<file path="config.mk">
export PLATFORM = sky130hd
export DESIGN_NAME = tq_ctrl
export DESIGN_NICKNAME = d
export VERILOG_FILES = /design/src/tq_pkg.sv /design/src/tq_ctrl.sv
export SDC_FILE = /design/constraint.sdc
export NUM_CORES = 1
export LEC_CHECK = 0
export BUFFER_PORTS_ARGS = -buffer_cell sky130_fd_sc_hd__clkbuf_2
export CELL_PAD_IN_SITES_DETAIL_PLACEMENT = 1
export CELL_PAD_IN_SITES_GLOBAL_PLACEMENT = 1
export CORE_AREA = 3 3 40 42
export CTS_CLUSTER_SIZE = 10
export DETAILED_ROUTE_END_ITERATION = 10
export DIE_AREA = 0 0 43 45
export GPL_ROUTABILITY_DRIVEN = 0
export PLACE_DENSITY = 0.45
export SLEW_MARGIN = 40
export SYNTH_ARGS = -nofsm -noshare
export SYNTH_HDL_FRONTEND = slang
export SYNTH_SLANG_ARGS = --single-unit
</file>
<file path="constraint.sdc">
create_clock -name aclk -period 1.8 [get_ports aclk]
set_clock_uncertainty 0.2 [all_clocks]
set_input_delay 0.36 -clock aclk [delete_from_list [all_inputs] [get_ports aclk]]
set_output_delay 0.36 -clock aclk [all_outputs]
set_load 0.1 [all_outputs]
</file>
<file path="src/tq_pkg.sv">
// ----------------------------------------------------------------------------
// tq_pkg
// Shared codes and controller/datapath handshake types for the ticket queue.
// ----------------------------------------------------------------------------
package tq_pkg;

    localparam logic [1:0] OP_ISSUE   = 2'd0;
    localparam logic [1:0] OP_SERVE   = 2'd1;
    localparam logic [1:0] OP_REMOVE  = 2'd2;
    localparam logic [1:0] OP_PROMOTE = 2'd3;

    localparam logic [1:0] ST_OK          = 2'd0;
    localparam logic [1:0] ST_EMPTY       = 2'd1;
    localparam logic [1:0] ST_NOT_WAITING = 2'd2;
    localparam logic [1:0] ST_FULL        = 2'd3;

    localparam int S_DATA_W = 16;
    localparam int M_DATA_W = 24;

    typedef struct packed {
        logic load;
        logic exec;
        logic exec2;
        logic put;
    } tq_cmd_t;

    typedef struct packed {
        logic two_step;
        logic out_free;
    } tq_stat_t;

endpackage

</file>
<file path="src/tq_ctrl.sv">
// ----------------------------------------------------------------------------
// tq_ctrl
// Operation sequencer: accept, execute, optional second link update, output.
// ----------------------------------------------------------------------------
module tq_ctrl
    import tq_pkg::*;
(
    input  logic     aclk,
    input  logic     aresetn,
    input  logic     s_tvalid,
    output logic     s_tready,
    input  tq_stat_t stat,
    output tq_cmd_t  cmd
);

    localparam logic [1:0] S_IDLE  = 2'd0;
    localparam logic [1:0] S_EXEC  = 2'd1;
    localparam logic [1:0] S_EXEC2 = 2'd2;
    localparam logic [1:0] S_PUT   = 2'd3;

    logic [1:0] state_reg, state_next;

    always_comb begin
        state_next = state_reg;
        cmd        = '0;
        s_tready   = 1'b0;
        case (state_reg)
            S_IDLE: begin
                s_tready = 1'b1;
                cmd.load = s_tvalid;
                if (s_tvalid) state_next = S_EXEC;
            end
            S_EXEC: begin
                cmd.exec   = 1'b1;
                state_next = stat.two_step ? S_EXEC2 : S_PUT;
            end
            S_EXEC2: begin
                cmd.exec2  = 1'b1;
                state_next = S_PUT;
            end
            S_PUT: begin
                cmd.put = stat.out_free;
                if (stat.out_free) state_next = S_IDLE;
            end
            default: state_next = S_IDLE;
        endcase
    end

    always_ff @(posedge aclk) begin
        if (!aresetn) begin
            state_reg <= S_IDLE;
        end else begin
            state_reg <= state_next;
        end
    end

    a_exec_follows_load: assert property (@(posedge aclk) disable iff (!aresetn)
        cmd.load |=> cmd.exec) else $error("exec did not follow load");
    a_exec2_after_exec: assert property (@(posedge aclk) disable iff (!aresetn)
        cmd.exec2 |-> $past(cmd.exec)) else $error("exec2 without exec");
    a_put_only_when_free: assert property (@(posedge aclk) disable iff (!aresetn)
        cmd.put |-> stat.out_free) else $error("put while output busy");

endmodule

</file>
==> Implementation_results.wiki <==
{| class="wikitable"
! Metric !! Value
|-
| Flip-flop count of the largest register after layout || 2
|-
| Setup TNS after final layout || 0 ns
|-
| Number of remaining DRC errors || 0
|-
| Synthesized flop and latch total || 2
|-
| Vias per cell || 3.70
|-
| Result of the run || finished clean
|-
| Number of input and output port buffers inserted || 9
|-
| Wire length of the first global-routing pass || 710 um
|-
| Max Buffers Root-to-Sink || 2
|-
| Count of distinct cell types in the synthesized netlist || 15
|-
| Area growth, synth to finish || 100%
|-
| Maximum capacitance violations || 0
|-
| CP required || 1.24 ns
|-
| Pre-CTS WS || 0.138 ns
|-
| WP data arrival || 1.17 ns
|-
| Number of cell instances on the worst register-to-register path || 5
|-
| Final Instance Count excl. Fillers || 47
|-
| Number of nets in the finished design || 43
|-
| Relative slew margins || 80.5%
|-
| Total clock buffers created by CTS || 3
|-
| Overall routed net length || 417 um
|-
| Largest fanout of any net on the critical path || 5
|-
| Layout fillers || 144
|-
| Post-route fraction of the period consumed by the critical path || 95.9%
|-
| Number of primary I/O pins || 10
|-
| Clk_lat worst skew || 0.22 ns
|-
| Origin of the worst min-delay path || aresetn
|-
| Cell Area, Synth || 180 um2
|-
| GRT Util Overall || 5.06%
|-
| Setup repair after global routing missed its margin || no
|-
| Antenna diodes || 0
|-
| Floorplan die area || 1940 um2
|-
| Detailed router's first-iteration violation count || 1
|-
| Path class of the lowest-slack min-delay path || input pin to flop
|-
| TritonRoute pass-1 iters || 2
|-
| Vias in the first global route || 189
|-
| Worst reg2reg setup slack || 0.21 ns
|-
| Worst Max-Slew Pin Slew || 0.289 ns
|-
| Number of cells after detailed placement || 44
|-
| Fraction of layout instances using a drive strength above 1 || 59.4%
|-
| Syn Inst Count || 20
|-
| Routed length per placed instance || 8.87 um
|-
| Pin count of the biggest net entering global routing || 6
|-
| Die Wd || 43 um
|-
| Post-cts gate resize count || 0
|-
| Core outline area || 1280 um2
|-
| Vertical die dimension || 45 um
|-
| Avg Synthesized Cell Area || 9.01 um2
|-
| Startpoint-to-endpoint class of the critical path || flop to output port
|-
| Number of cell rows || 13
|-
| CP Launch Point || state_reg[1]
|-
| Final Slew Violations || 0
|-
| CTS sink count || 2
|-
| Routed vias || 174
|-
| Initial core utilization || 14.0%
|-
| Number of setup buffers added after CTS || 0
|-
| CTS Root Cell || sky130_fd_sc_hd__clkbuf_4
|-
| Worst path cell trace || inv_1 > ha_4 > and2_4 > buf_12
|-
| Reg2reg end || state_reg[0]
|-
| Half-perimeter wire length of the detailed placement result || 372 um
|-
| Critical-path top delay cell || sky130_fd_sc_hd__dfxtp_2
|-
| CTS tree || built
|-
| Warnings from Yosys || 0
|-
| Worst reg2reg path startpoint || state_reg[1]
|-
| # hold bufs at CTS || 0
|-
| Setup slack of the critical path after layout || 0.0732 ns
|-
| Clock transition at path regs || 0.03 ns
|-
| Critical path startpoint category || flop
|-
| Grt total ovfl || 0
|-
| Hold-critical path depth || 3
|-
| Share of the yosys chip area belonging to registers || 22.2%
|-
| Longest individual stage delay on the worst path || 0.33 ns
|-
| H-tree levels || 1
|-
| Antenna violations before repair || 0
|-
| Residual antenna-violating net count after detailed routing || 0
|-
| Post-layout min period || 1.73 ns
|-
| Fin util || 28.0%
|-
| Critical path capture point type || output port
|-
| Number of failing hold endpoints at the final stage || 0
|-
| Terminating pin of the worst hold path || state_reg[0]
|-
| Synthesized netlist net count || 29
|-
| Highest attainable clock frequency || 579 MHz
|-
| Final number of setup-violating endpoints || 0
|}
## cell families after synthesis
group	Yosys count	synth area share [%]
buf+inv	2	4.17
fa+ha+maj	4	27.8
compound gates	4	14.6
simple gates	8	31.3
flops	2	22.2
## placed cells by master, fill, tap and decap left out, types with 2 or more instances in the layout
| cell | n |
|---|---|
| sky130_fd_sc_hd__buf_12 | 5 |
| sky130_fd_sc_hd__clkbuf_2 | 4 |
| sky130_fd_sc_hd__clkbuf_4 | 3 |
| sky130_fd_sc_hd__ha_1 | 2 |
## synthesized netlist by cell type (all sizes together)
master | number | area, um2
and2b | 2 | 17.5
nor2b | 1 | 6.26
or3b | 1 | 8.76
a21boi | 1 | 7.51
dfxtp | 2 | 40.0
o41ai | 1 | 8.76
inv | 2 | 7.51
a21oi | 1 | 5.00
nor2 | 1 | 3.75
ha | 4 | 50.1
or3 | 1 | 6.26
o21ai | 1 | 5.00
and2 | 2 | 13.8
## worst max path at each step
stage,slack (ns),cells past startpoint,end
after detailed placement,0.14,5,state_reg[0]
after global placement,0.15,5,state_reg[0]
final,0.07,4,cmd[3]
after CTS,0.02,4,cmd[3]
after global routing,0.03,4,cmd[3]
after floorplan,-0.01,2,cmd[1]
## layer usage
layer	wire length [um]	track usage, %	vias up
li1	-	-	91
met1	192	5.01	79
met2	210	8.38	4
met3	14	2.39	0
met4	0	3.61	0
met5	0	0	-
## cell type report
type / count / area (um2) / share of cell area (%)
multi-input cells: 16 / 150 / 41.7
repair buffers: 9 / 120 / 33.3
flip-flops and latches: 2 / 41.3 / 11.5
clock buffers: 3 / 22.5 / 6.25
well taps: 15 / 18.8 / 5.21
inverters: 2 / 7.51 / 2.08
## through the flow
step / hold slack [ns] / cell area (um2)
after detailed placement: 0.341 / 337
final: 0.181 / 360
after global placement: 0.345 / 337
after CTS: 0.185 / 359
after global routing: 0.200 / 360
after floorplan: 0.283 / 198
## critical path, delay by kind of cell, from the launching register on
family                     cells  cell delay, ns
adders and majority gates      1            0.18
buffers and inverters          2            0.28
DFF                            1            0.33
and+or+nand+nor                1            0.15
Power is left out: the tool's default activity adds up to more than one toggle a clock period on the data nets, which glitch-free logic cannot reach.
